File: src/design/ray_box_face_intersect_top_assert.svh
// assertion macros for the ray box face intersect block
`ifndef RAY_BOX_FACE_INTERSECT_TOP_ASSERT_SVH
`define RAY_BOX_FACE_INTERSECT_TOP_ASSERT_SVH

`ifndef ASSERT_OFF
// same-cycle implication
`define RBFI_ASSERT_IMP(label, clk, rst_n, ante, cons, msg) \
	label: assert property (@(posedge clk) disable iff (!rst_n) (ante) |-> (cons)) \
		else $error(msg);
// next-cycle implication
`define RBFI_ASSERT_NXT(label, clk, rst_n, ante, cons, msg) \
	label: assert property (@(posedge clk) disable iff (!rst_n) (ante) |=> (cons)) \
		else $error(msg);
`else
`define RBFI_ASSERT_IMP(label, clk, rst_n, ante, cons, msg)
`define RBFI_ASSERT_NXT(label, clk, rst_n, ante, cons, msg)
`endif

`endif

File: src/design/rbfi_pkg.sv
// shared types and constants for the ray box face intersect block
package rbfi_pkg;

	localparam int COORD_BITS_DEF = 16;
	localparam int NUM_FACES      = 6;
	localparam int PADDR_W        = 6;

	// register index of the tolerance register
	localparam logic [2:0] REG_EPS = 3'd6;
	localparam logic [15:0] EPS_RESET = 16'd16;

	// command codes
	localparam logic CMD_RAY   = 1'b0;
	localparam logic CMD_POINT = 1'b1;

	// point location codes
	localparam logic [1:0] LOC_OUTSIDE = 2'd0;
	localparam logic [1:0] LOC_SURFACE = 2'd1;
	localparam logic [1:0] LOC_INSIDE  = 2'd2;

	typedef logic [63:0] plane_t;
	typedef logic signed [15:0] q16_t;

endpackage

File: src/design/ray_box_face_intersect_top.sv
// ray and point queries against a box of six planes, on one shared multiplier
//
// input channel (in_valid/in_ready) takes one query transaction: cmd 0 is a
// ray query, cmd 1 a point query. the output channel (out_valid/out_ready)
// returns one or more result transactions per query, the final one with last.
// a ray query gives one result per face hit, face 5 down to face 0, or one
// result with hit clear. a point query gives one result with location.
// the planes and the tolerance sit behind an apb port; they are to be written
// only while idle, which the block itself does not enforce. every product
// goes through one 25x16 multiplier; the product is registered, then
// accumulated. a ray query drops a parallel face after its dot product;
// a face that reaches the containment test has passed the 48-step restoring
// divider or its overflow check, then takes up to 30 products in the five
// containment checks. one query is worked on at a time; in_ready is high
// only when the sequencer is idle. a finished result waits in the output
// register while the next query is taken; when the receiver stalls the
// sequencer holds at its next result until the output register is free.
// reset clears the planes to zero, the tolerance to 16 and all control state.
module ray_box_face_intersect_top #(
	parameter int COORD_BITS = rbfi_pkg::COORD_BITS_DEF
) (
	input  logic                             clk,
	input  logic                             arst_n,
	// query channel
	input  logic                             in_valid,
	output logic                             in_ready,
	input  logic                             cmd,
	input  logic signed [15:0]               pos_x,
	input  logic signed [15:0]               pos_y,
	input  logic signed [15:0]               pos_z,
	input  logic signed [15:0]               dir_x,
	input  logic signed [15:0]               dir_y,
	input  logic signed [15:0]               dir_z,
	input  logic [31:0]                      max_dist,
	// result channel
	output logic                             out_valid,
	input  logic                             out_ready,
	output logic                             hit,
	output logic [2:0]                       face_index,
	output logic [30:0]                      distance,
	output logic signed [15:0]               norm_x,
	output logic signed [15:0]               norm_y,
	output logic signed [15:0]               norm_z,
	output logic [1:0]                       location,
	output logic                             last,
	// configuration port
	input  logic                             psel,
	input  logic                             penable,
	input  logic                             pwrite,
	input  logic [rbfi_pkg::PADDR_W-1:0]     paddr,
	input  logic [63:0]                      pwdata,
	output logic [63:0]                      prdata,
	output logic                             pready
);
	import rbfi_pkg::*;

	`include "ray_box_face_intersect_top_assert.svh"

	localparam int POS_W = (COORD_BITS < 16) ? COORD_BITS : 16;

	typedef enum logic [4:0] {
		S_IDLE, S_RDOT, S_RCHK, S_SDOT, S_DIVSET, S_DIV, S_TCHK, S_CMUL, S_CSET,
		S_QINIT, S_QMUL, S_QCHK, S_HIT, S_NEXT, S_PINIT, S_PCHK, S_PDONE, S_DONE
	} state_t;

	state_t              state_q;
	plane_t              plane_q [NUM_FACES];
	logic [15:0]         eps_q;
	logic                cmd_q;
	logic signed [15:0]  p_q [3];
	logic signed [15:0]  d_q [3];
	logic [31:0]         maxd_q;
	logic [2:0]          face_q;
	logic [2:0]          j_q;
	logic [1:0]          ck_q;
	logic [2:0]          mstep_q;
	logic                mph_q;
	logic signed [65:0]  acc_q;
	logic signed [40:0]  prod_q;
	logic                r_neg_q;
	logic                t_neg_q;
	logic [32:0]         den_q;
	logic [32:0]         rem_q;
	logic [47:0]         dq_q;
	logic [5:0]          divcnt_q;
	logic [48:0]         t_q;
	logic [46:0]         tc_q;
	logic [30:0]         dist_q;
	logic signed [47:0]  c_q [3];
	logic                touch_q;
	logic [1:0]          loc_q;
	// pending hit, held until the next hit or the end of the query
	logic                pend_q;
	logic [2:0]          pface_q;
	logic [30:0]         pdist_q;
	logic signed [15:0]  pnorm_q [3];
	// output register
	logic                out_valid_q;
	logic                hit_q;
	logic [2:0]          face_index_q;
	logic [30:0]         distance_q;
	logic signed [15:0]  onorm_q [3];
	logic [1:0]          location_q;
	logic                last_q;

	// shared read indices into the planes and the coordinate vectors
	logic [2:0]          pidx;
	logic [1:0]          kk;
	plane_t              pw;
	logic signed [15:0]  n_sel;
	logic signed [15:0]  off_sel;
	logic signed [15:0]  p_sel;
	logic signed [15:0]  d_sel;
	logic signed [47:0]  c_sel;
	logic signed [24:0]  mul_a;
	logic signed [15:0]  mul_b;
	logic                mul_sh;
	logic [2:0]          mlast;
	logic signed [65:0]  eps_w;
	logic signed [65:0]  abs_acc;
	logic                out_free;
	logic                out_load;
	logic [32:0]         s_abs;
	logic                div_ovf;
	logic [33:0]         trial;
	logic                trial_ge;
	logic [47:0]         dq_next;
	logic signed [65:0]  c_sum;
	logic signed [47:0]  c_clamp;
	logic [2:0]          j_nxt;
	logic [2:0]          j_first;
	logic [48:0]         maxd_w;
	logic [48:0]         eps_t;
	logic                t_skip;
	logic [1:0]          loc_end;
	logic                cfg_wr;
	logic [2:0]          cfg_idx;

	// operand selection
	always_comb begin
		unique case (state_q)
			S_QINIT, S_QMUL, S_QCHK: pidx = j_q;
			default:                 pidx = face_q;
		endcase
		unique case (state_q)
			S_CMUL, S_CSET: kk = ck_q;
			S_QMUL:         kk = mstep_q[2:1];
			default:        kk = mstep_q[1:0];
		endcase
		pw      = plane_q[pidx];
		n_sel   = signed'(pw[16*kk +: 16]);
		off_sel = signed'(pw[63:48]);
		p_sel   = p_q[kk];
		d_sel   = d_q[kk];
		c_sel   = c_q[kk];
		mul_a   = 25'(n_sel);
		mul_b   = d_sel;
		mul_sh  = 1'b0;
		mlast   = 3'd2;
		unique case (state_q)
			S_SDOT: begin
				mul_b = p_sel;
			end
			S_CMUL: begin
				mul_a  = mstep_q[0] ? signed'({2'b0, tc_q[46:24]})
				                    : signed'({1'b0, tc_q[23:0]});
				mul_sh = mstep_q[0];
				mlast  = 3'd1;
			end
			S_QMUL: begin
				mul_a  = mstep_q[0] ? 25'(signed'(c_sel[47:24]))
				                    : signed'({1'b0, c_sel[23:0]});
				mul_b  = n_sel;
				mul_sh = mstep_q[0];
				mlast  = 3'd5;
			end
			default: begin
			end
		endcase
	end

	// compare helpers
	always_comb begin
		eps_w    = signed'(66'(eps_q));
		abs_acc  = acc_q[65] ? -acc_q : acc_q;
		out_free = !out_valid_q || out_ready;
		s_abs    = abs_acc[32:0];
		// quotient needs more than 48 bits
		div_ovf  = {28'b0, s_abs} >= {den_q, 28'b0};
		trial    = {rem_q, dq_q[47]};
		trial_ge = trial >= {1'b0, den_q};
		dq_next  = {dq_q[46:0], trial_ge};
		// hit point on one axis, clamped
		c_sum    = (66'(p_sel) <<< 8) + (acc_q >>> 12);
		if (c_sum > (66'sd1 <<< 46))
			c_clamp = 48'sh4000_0000_0000;
		else if (c_sum < -(66'sd1 <<< 46))
			c_clamp = -48'sh4000_0000_0000;
		else
			c_clamp = c_sum[47:0];
		j_nxt   = ((j_q + 3'd1) == face_q) ? (j_q + 3'd2) : (j_q + 3'd1);
		j_first = (face_q == 3'd0) ? 3'd1 : 3'd0;
		maxd_w  = 49'(maxd_q);
		eps_t   = 49'(eps_q);
		t_skip  = (t_neg_q && (t_q != '0)) || (t_q < eps_t) ||
		          ((maxd_q != '0) && ((t_q > maxd_w) || ((maxd_w - t_q) < eps_t)));
		loc_end = touch_q ? LOC_SURFACE : LOC_INSIDE;
	end

	// a result transaction enters the output register
	assign out_load = out_free && (((state_q == S_HIT) && pend_q) ||
	                  (state_q == S_DONE) || (state_q == S_PDONE));

	assign cfg_wr  = psel && penable && pwrite && pready;
	assign cfg_idx = paddr[PADDR_W-1:3];

	// configuration registers
	always_ff @(posedge clk or negedge arst_n) begin
		if (!arst_n) begin
			for (int i = 0; i < NUM_FACES; i++)
				plane_q[i] <= '0;
			eps_q <= EPS_RESET;
		end else if (cfg_wr) begin
			if (cfg_idx == REG_EPS)
				eps_q <= pwdata[15:0];
			else if (cfg_idx < REG_EPS)
				plane_q[cfg_idx] <= pwdata;
		end
	end

	// register readback
	always_comb begin
		if (cfg_idx == REG_EPS)
			prdata = 64'(eps_q);
		else if (cfg_idx < REG_EPS)
			prdata = plane_q[cfg_idx];
		else
			prdata = '0;
	end
	assign pready = 1'b1;

	// sequencer, shared multiply-accumulate, divider and output register
	always_ff @(posedge clk or negedge arst_n) begin
		if (!arst_n) begin
			state_q     <= S_IDLE;
			mstep_q     <= '0;
			mph_q       <= 1'b0;
			pend_q      <= 1'b0;
			out_valid_q <= 1'b0;
			face_q      <= '0;
			j_q         <= '0;
			ck_q        <= '0;
			divcnt_q    <= '0;
			touch_q     <= 1'b0;
			cmd_q       <= CMD_RAY;
		end else begin
			out_valid_q <= out_load || (out_valid_q && !out_ready);
			unique case (state_q)
				S_IDLE: begin
					if (in_valid) begin
						cmd_q   <= cmd;
						p_q[0]  <= 16'(signed'(pos_x[POS_W-1:0]));
						p_q[1]  <= 16'(signed'(pos_y[POS_W-1:0]));
						p_q[2]  <= 16'(signed'(pos_z[POS_W-1:0]));
						d_q[0]  <= dir_x;
						d_q[1]  <= dir_y;
						d_q[2]  <= dir_z;
						maxd_q  <= max_dist;
						touch_q <= 1'b0;
						mstep_q <= '0;
						mph_q   <= 1'b0;
						if (cmd == CMD_POINT) begin
							face_q  <= 3'd0;
							state_q <= S_PINIT;
						end else begin
							face_q  <= 3'd5;
							acc_q   <= '0;
							state_q <= S_RDOT;
						end
					end
				end
				S_RDOT, S_SDOT, S_CMUL, S_QMUL: begin
					if (!mph_q) begin
						prod_q <= mul_a * mul_b;
						mph_q  <= 1'b1;
					end else begin
						acc_q <= acc_q + (mul_sh ? (66'(prod_q) <<< 24) : 66'(prod_q));
						mph_q <= 1'b0;
						if (mstep_q == mlast) begin
							mstep_q <= '0;
							unique case (state_q)
								S_RDOT:  state_q <= S_RCHK;
								S_SDOT:  state_q <= (cmd_q == CMD_POINT) ? S_PCHK : S_DIVSET;
								S_CMUL:  state_q <= S_CSET;
								default: state_q <= S_QCHK;
							endcase
						end else begin
							mstep_q <= mstep_q + 3'd1;
						end
					end
				end
				// parallel test on r
				S_RCHK: begin
					if ((acc_q == '0) || (abs_acc < (eps_w <<< 10))) begin
						state_q <= S_NEXT;
					end else begin
						den_q   <= abs_acc[32:0];
						r_neg_q <= acc_q[65];
						acc_q   <= 66'(off_sel) <<< 14;
						state_q <= S_SDOT;
					end
				end
				// set up t = -s * 2^20 / r on magnitudes
				S_DIVSET: begin
					t_neg_q <= (acc_q != '0) && (acc_q[65] == r_neg_q);
					if (div_ovf) begin
						t_q     <= 49'(1) << 48;
						state_q <= S_TCHK;
					end else begin
						rem_q    <= 33'(s_abs[32:28]);
						dq_q     <= {s_abs[27:0], 20'b0};
						divcnt_q <= 6'd47;
						state_q  <= S_DIV;
					end
				end
				// one quotient bit per cycle
				S_DIV: begin
					rem_q <= trial_ge ? 33'(trial - {1'b0, den_q}) : trial[32:0];
					dq_q  <= dq_next;
					if (divcnt_q == '0) begin
						t_q     <= {1'b0, dq_next};
						state_q <= S_TCHK;
					end else begin
						divcnt_q <= divcnt_q - 6'd1;
					end
				end
				// range of t
				S_TCHK: begin
					if (t_skip) begin
						state_q <= S_NEXT;
					end else begin
						tc_q    <= (t_q > (49'(1) << 46)) ? (47'(1) << 46) : t_q[46:0];
						dist_q  <= (t_q > 49'h7FFF_FFFF) ? 31'h7FFF_FFFF : t_q[30:0];
						ck_q    <= 2'd0;
						acc_q   <= '0;
						state_q <= S_CMUL;
					end
				end
				// hit point coordinate
				S_CSET: begin
					c_q[ck_q] <= c_clamp;
					acc_q     <= '0;
					if (ck_q == 2'd2) begin
						j_q     <= j_first;
						state_q <= S_QINIT;
					end else begin
						ck_q    <= ck_q + 2'd1;
						state_q <= S_CMUL;
					end
				end
				S_QINIT: begin
					acc_q   <= 66'(off_sel) <<< 22;
					state_q <= S_QMUL;
				end
				// containment against face j
				S_QCHK: begin
					if (acc_q < -(eps_w <<< 14)) begin
						state_q <= S_NEXT;
					end else if (j_nxt > 3'd5) begin
						state_q <= S_HIT;
					end else begin
						j_q     <= j_nxt;
						state_q <= S_QINIT;
					end
				end
				// older pending hit goes out, this one waits
				S_HIT: begin
					if (!pend_q || out_free) begin
						if (pend_q) begin
							hit_q        <= 1'b1;
							face_index_q <= pface_q;
							distance_q   <= pdist_q;
							onorm_q      <= pnorm_q;
							location_q   <= LOC_OUTSIDE;
							last_q       <= 1'b0;
						end
						pend_q     <= 1'b1;
						pface_q    <= face_q;
						pdist_q    <= dist_q;
						pnorm_q[0] <= 16'(-signed'(pw[15:0]));
						pnorm_q[1] <= 16'(-signed'(pw[31:16]));
						pnorm_q[2] <= 16'(-signed'(pw[47:32]));
						state_q    <= S_NEXT;
					end
				end
				S_NEXT: begin
					if (face_q == 3'd0) begin
						state_q <= S_DONE;
					end else begin
						face_q  <= face_q - 3'd1;
						acc_q   <= '0;
						state_q <= S_RDOT;
					end
				end
				// final ray result
				S_DONE: begin
					if (out_free) begin
						hit_q        <= pend_q;
						face_index_q <= pend_q ? pface_q : 3'd0;
						distance_q   <= pend_q ? pdist_q : 31'd0;
						onorm_q[0]   <= pend_q ? pnorm_q[0] : 16'sd0;
						onorm_q[1]   <= pend_q ? pnorm_q[1] : 16'sd0;
						onorm_q[2]   <= pend_q ? pnorm_q[2] : 16'sd0;
						location_q   <= LOC_OUTSIDE;
						last_q       <= 1'b1;
						pend_q       <= 1'b0;
						state_q      <= S_IDLE;
					end
				end
				S_PINIT: begin
					acc_q   <= 66'(off_sel) <<< 14;
					state_q <= S_SDOT;
				end
				// point classification against one face
				S_PCHK: begin
					if (abs_acc < (eps_w <<< 6)) begin
						touch_q <= 1'b1;
						if (face_q == 3'd5) begin
							loc_q   <= LOC_SURFACE;
							state_q <= S_PDONE;
						end else begin
							face_q  <= face_q + 3'd1;
							state_q <= S_PINIT;
						end
					end else if (acc_q[65]) begin
						loc_q   <= LOC_OUTSIDE;
						state_q <= S_PDONE;
					end else if (face_q == 3'd5) begin
						loc_q   <= loc_end;
						state_q <= S_PDONE;
					end else begin
						face_q  <= face_q + 3'd1;
						state_q <= S_PINIT;
					end
				end
				S_PDONE: begin
					if (out_free) begin
						hit_q        <= 1'b0;
						face_index_q <= 3'd0;
						distance_q   <= 31'd0;
						onorm_q[0]   <= 16'sd0;
						onorm_q[1]   <= 16'sd0;
						onorm_q[2]   <= 16'sd0;
						location_q   <= loc_q;
						last_q       <= 1'b1;
						state_q      <= S_IDLE;
					end
				end
				default: state_q <= S_IDLE;
			endcase
		end
	end

	assign in_ready   = (state_q == S_IDLE);
	assign out_valid  = out_valid_q;
	assign hit        = hit_q;
	assign face_index = face_index_q;
	assign distance   = distance_q;
	assign norm_x     = onorm_q[0];
	assign norm_y     = onorm_q[1];
	assign norm_z     = onorm_q[2];
	assign location   = location_q;
	assign last       = last_q;

	// a new query never starts with a hit left over
	`RBFI_ASSERT_IMP(a_no_stale_pend, clk, arst_n, in_valid && in_ready, !pend_q, "stale hit")
	// once a query is taken the block is busy
	`RBFI_ASSERT_NXT(a_busy_after_take, clk, arst_n, in_valid && in_ready, !in_ready, "not busy")
	// restoring divider keeps the remainder below the divisor
	`RBFI_ASSERT_IMP(a_div_rem, clk, arst_n, state_q == S_DIV, rem_q < den_q, "bad remainder")

endmodule
File: config.mk
export PLATFORM = sky130hd
export DESIGN_NAME = ray_box_face_intersect_top
export DESIGN_NICKNAME = d
export VERILOG_FILES = /design/src/design/rbfi_pkg.sv /design/src/design/ray_box_face_intersect_top.sv
export VERILOG_INCLUDE_DIRS = /design/src /design/src/design
export SDC_FILE = /design/constraint.sdc
export NUM_CORES = 2
export LEC_CHECK = 0
export BUFFER_PORTS_ARGS = -buffer_cell sky130_fd_sc_hd__buf_2
export CAP_MARGIN = 10
export CORE_ASPECT_RATIO = 1.4
export CORE_MARGIN = 2
export CORE_UTILIZATION = 54
export DETAILED_ROUTE_END_ITERATION = 16
export HOLD_SLACK_MARGIN = 0.1
export PLACE_DENSITY = 0.7
export SETUP_SLACK_MARGIN = 0.05
export SLEW_MARGIN = 20
export SYNTH_ARGS = -nofsm -noshare
export SYNTH_HDL_FRONTEND = slang
export SYNTH_SLANG_ARGS = --single-unit
File: constraint.sdc
create_clock -name clk -period 18.55 [get_ports clk]
set_input_delay 2.7825 -clock clk [delete_from_list [all_inputs] [get_ports clk]]
set_output_delay 2.7825 -clock clk [all_outputs]
set_load 0.02 [all_outputs]
# Yosys cells after proc, flatten, opt, wreduce, memory -nomap -nowiden
# Memories as Yosys holds them, arrays and structs flattened.
# Index checks and enable logic that the tools add are counted.
# totals
ramBits	240
rom_bits	0
out_inout_bits	153
latch_bits	0
elab_cells	335
reg_bits	979
n_memories	3
inputBits	206
# memory_table
memory	words	width	rd	rd_clocked_by_memory_dff	wr	line_no	source
c_q	3	48	1	0	1	ray_box_face_intersect_top.sv:89	logic signed [47:0] c_q [3];
d_q	3	16	1	0	3	ray_box_face_intersect_top.sv:71	logic signed [15:0] d_q [3];
p_q	3	16	1	0	3	ray_box_face_intersect_top.sv:70	logic signed [15:0] p_q [3];
# op_classes
bitwise_logic	6
addsub	16
n_shift	1
n_mux	132
multipliers	1
magnitude_cmp	17
reduce_logical	70
n_eq_ne	46
div_mod_pow	0
# ops
op	count
one-hot mux 66 bit (8 select lines)	1
two-way mux 64 bit	8
two-way mux 66 bit	7
binary-select mux 64 bit (select 3 bit)	2
bitwise mux 384 bit	1
two-way mux 48 bit	7
demux 64 bit (select 3 bit)	1
two-way mux 31 bit	5
one-hot mux 48 bit (3 select lines)	1
less-than comparator 49 x 16 -> 1 bit	2
two-way mux 49 bit	2
one-hot mux 49 bit (2 select lines)	1
one-hot mux 48 bit (2 select lines)	1
one-hot mux 31 bit (3 select lines)	1
one-hot mux 5 bit (14 select lines)	1
adder 66 x 65 -> 66 bit	1
logical NOT 66 bit	1
less-than comparator 66 x 23 -> 1 bit	1
less-than comparator 66 x 27 -> 1 bit	1
less-than comparator 66 bit	1
two-way mux 33 bit	2
negator 30 -> 66 bit	1
negator 66 bit	1
one-hot mux 33 bit (2 select lines)	1
other kinds (76)	238

# Longest topological paths before layout
# depth
word_depth	10
ltp_mapped	43
depth_no_buf	37

# Least setup slack after synthesis
# OpenSTA, ideal clock, no wires.
# synth_path
kind	reg-to-reg
startpoint	register state_q[4]
endpoint	register prod_q[39] (data pin)
slack_ps	8435
path_buffers	8
required_ps	18292
path_stages_with_launch	42
arrival_time_ps	9857
setup_ps	258
cell_sequence	dfrtp_1 -> clkbuf_1 -> nand2b_1 -> nor2_1 -> nand2_1 -> inv_1 -> clkbuf_1 -> clkbuf_1 -> ha_1 -> o22a_1 -> buf_2 -> buf_2 -> buf_1 -> clkbuf_1 -> nand2_1 -> o211ai_1 -> o221ai_1 -> clkbuf_1 -> (+6 left out) -> fa_1 -> fa_1 -> inv_1 -> fa_1 -> inv_1 -> ha_1 -> a2111oi_0 -> o21ai_0 -> o311a_1 -> o31ai_1 -> o21ai_0 -> a221o_1 -> nor3b_1 -> o211ai_1 -> a211oi_1 -> or3_1 -> a21oi_1 -> xnor2_1
# synth_via
elab_chain_len	10
# synth_rtl
item	line_no	source
start, declared	ray_box_face_intersect_top.sv:66	state_t state_q;
start signal, assigned	ray_box_face_intersect_top.sv:293	S_SDOT: state_q <= (cmd_q == CMD_POINT) ? S_PCHK : S_DIVSET;
== test 5 x 4 -> 1 bit (on tied branches)	ray_box_face_intersect_top.sv:141, ray_box_face_intersect_top.sv:145, ray_box_face_intersect_top.sv:160	
OR reduction 3 bit	ray_box_face_intersect_top.sv:141	unique case (state_q)
two-way mux 3 bit	ray_box_face_intersect_top.sv:141	
inverter 3 -> 4 bit (not written as such)	ray_box_face_intersect_top.sv:150	pw = plane_q[pidx];
binary-select mux 64 bit (select 3 bit)	ray_box_face_intersect_top.sv:150	
two-way mux 64 bit (not written as such) (2 in series)	ray_box_face_intersect_top.sv:150	
variable part select 64 x 7 -> 16 bit	ray_box_face_intersect_top.sv:151	n_sel = signed'(pw[16*kk +: 16]);
one-hot mux 25 bit (2 select lines) or one-hot mux 16 bit (2 select lines) (tied branches)	ray_box_face_intersect_top.sv:160	unique case (state_q)
multiplier 25 x 16 -> 41 bit *	ray_box_face_intersect_top.sv:284	prod_q <= mul_a * mul_b;
end signal, assigned	ray_box_face_intersect_top.sv:284	
end, declared	ray_box_face_intersect_top.sv:79	logic signed [40:0] prod_q;
# Every way passes the cells marked *; elsewhere a longest branch is shown, timed or not. The select of a mux whose other input is x is not followed.
# A chain may end at the register's enable or synchronous reset.

# Worst setup path after layout
# layout_path
startpoint	register state_q[3]
endpoint	register prod_q[39] (data pin)
# Same word-level chain as after synthesis.

==> results.cfg <==
[critical_path]
critPathMaxFanout = 39
worstRegToRegCells = 35
worst-r2r-setup-slack_ns = 4.99
cpMaxStageDelayCell = a31oi_1
start_kind = flip-flop
r2r-end = prod_q[39]
path_buf_inv = 5
crit_path_end = prod_q[39]
cp-end-kind = flip-flop
startpoint = state_q[3]
path_depth = 35
worstPathRequired_ns = 19.08
critPathTopFamily = compound AO/OA/AOI/OAI gates
crit_type = reg2reg
cpPeakStageDelay_ns = 0.89
reg2reg_from = state_q[3]
cp_common_cell = fa_1
worstPathArrival_ns = 14.10

[timing]
fin_crit_sh = 0.7312
timing.final.hold_violations = 0
period_minus_slack_ns = 13.56
fin_worst_skew_ns = 0.06081
setup_viol = 0
slew_violations = 0
rsz0062_at_grt = false
tightest_slew_ns = 1.346
max_freq_mhz = 73.72
fin_setup_tns_ns = 0
slew_headroom = 0.09299

[synthesis]
syn_avg_cell_area_um2 = 10.27
synthFlopType = edfxtp_1
synth_cell_types = 116
synthCells = 8218
async_reset_ff_frac = 0.3503
syn_area_um2 = 84420
syn_nets = 9225
ys_ff_latch = 1219
yosysSeqAreaShare = 0.4083
yosys_warnings = 0
synth_edf_count = 792

[placed_design]
numPortBuffers = 354
place_hpwl_mm = 216.0
routabilityCongestion = 1.003

[clock_tree]
clkTransAtPathRegs_ns = 0.07
cts-root-buf = clkbuf_16
clk_latency_ns = 0.82
h-tree-depth = 3
cts_made_buffers = 112
cts_tree = done
cts_resized = 0
ctsHoldBuffers = 0
cts_setup_buffers = 0
cts_max_path_buffers = 3
cts.sinks = 1219

[drt]
first_pass_iters = 7
viasPerCell = 6.343
routed-via-count = 67539
avgRoutedWirePerCell_um = 27.56
drtAntennaViolNets = 0
drtIter0Drc = 7223
drc_errors = 0
wl_mm = 293.4

[global_routing]
grt_pass1_wl_mm = 431.6
first_global_vias = 66862
grt_usage = 0.3634
grt_antenna_before_repair = 28
overflow = 0
grt_max_degree = 86

[layout]
syn_to_final_growth_pct = 10.03
drive_gt1_frac = 0.1540
layout_commonest_cell = nand2_1
nNetsFinal = 9453
final_cell_mix = nand2_1 (993), edfxtp_1 (792), inv_1 (655)
fillers = 12807
multi_input_comb_area_um2 = 46190
register_area_um2 = 34470

[floorplan]
core_um2 = 155100
initial_utilization = 0.5442
io_pins = 359
rows = 171
dieWidth_um = 338.2
dieArea_um2 = 159600
fp.dieH_um = 471.8

[min_path]
min_path_type = reg2reg

[flow_run]
maxCapViolations = 0

[status]
outcome = complete, no violations
==> final cells by class <==
cell class,instances,area share
multi-input cells,5932,0.4973
clock inverters,74,0.01005
well taps,2076,0.02796
flip-flops and latches,1219,0.3711
diodes,28,0.0007543
repair buffers,523,0.03335
clock buffers,138,0.03289
inverters,658,0.02659
==> state kept, by name (all words and copies together) (netlist names), 32 cells and up <==
| signal | flops |
|---|---|
| acc_q | 66 |
| c_q | 144 |
| d_q | 48 |
| den_q | 33 |
| dq_q | 48 |
| maxd_q | 32 |
| p_q | 48 |
| plane_q | 384 |
| pnorm_q | 48 |
| prod_q | 41 |
| rem_q | 33 |
| t_q | 49 |
| tc_q | 47 |
==> synth_stat cells, types with 73 or more instances <==
cell | instances | area (um2)
nand4_1 | 75 | 469.2
nor2_1 | 404 | 1516
fa_1 | 394 | 7888
dfrtp_1 | 426 | 10660
nand2b_1 | 73 | 456.7
mux2i_1 | 104 | 1041
nor4_1 | 73 | 456.7
nor3_1 | 85 | 425.4
clkbuf_1 | 292 | 1096
xnor2_1 | 165 | 1445
mux2_2 | 425 | 4786
nand3_1 | 311 | 1556
and2_1 | 423 | 2646
xor2_1 | 104 | 910.9
a31oi_1 | 115 | 719.4
o21ai_0 | 242 | 1211
nand2_1 | 995 | 3735
a21oi_1 | 378 | 1892
edfxtp_1 | 792 | 23780
a22oi_1 | 170 | 1276
buf_2 | 85 | 425.4
inv_1 | 656 | 2462
a21o_1 | 155 | 1164
ha_1 | 407 | 5092
==> metal layers <==
metal | vias up | track usage | routed length [um]
met2 | 3308 | 0.5719 | 134000
met1 | 33668 | 0.4346 | 106800
met3 | 875 | 0.06841 | 24270
met5 | - | 0 | 68
li1 | 29678 | - | -
met4 | 10 | 0.3015 | 28290
==> how the worst min path moves through the flow <==
stage / startpoint / to / slack, ns / depth (start not counted)
after floorplan: dist_q[0] / pdist_q[0] / 0.40 / 0
after global placement: dist_q[25] / pdist_q[25] / 0.41 / 0
after detailed placement: dist_q[13] / pdist_q[13] / 0.40 / 0
after CTS: dist_q[24] / pdist_q[24] / 0.42 / 0
after global routing: dist_q[6] / pdist_q[6] / 0.43 / 0
final: dist_q[14] / pdist_q[14] / 0.42 / 0
==> per-stage QoR <==
stage	hold slack [ns]	instance area (um2)	setup WS [ns]	instances	utilization
finish	0.4186	92890	4.985	10648	0.5988
global route	0.4286	92830	4.517	10624	0.5984
CTS	0.4192	92760	5.382	10618	0.5980
detailed placement	0.4045	88770	5.436	10406	0.5723
global placement	0.4054	88740	5.494	10405	0.5721
floorplan	0.4003	84420	8.435	8218	-
==> cell families after synthesis <==
| group | share of synthesized area |
|---|---|
| AND/OR/NAND/NOR | 0.1582 |
| AO/OA/AOI/OAI | 0.1264 |
| flip-flops | 0.4083 |
| buffers and inverters | 0.04920 |
| adder cells (fa/ha/maj) | 0.1538 |
| multiplexers | 0.07622 |
| XOR/XNOR | 0.02791 |
| other | 0.00004442 |
Power is left out: the tool's default activity adds up to more than one toggle a clock period on the data nets, which glitch-free logic cannot reach.
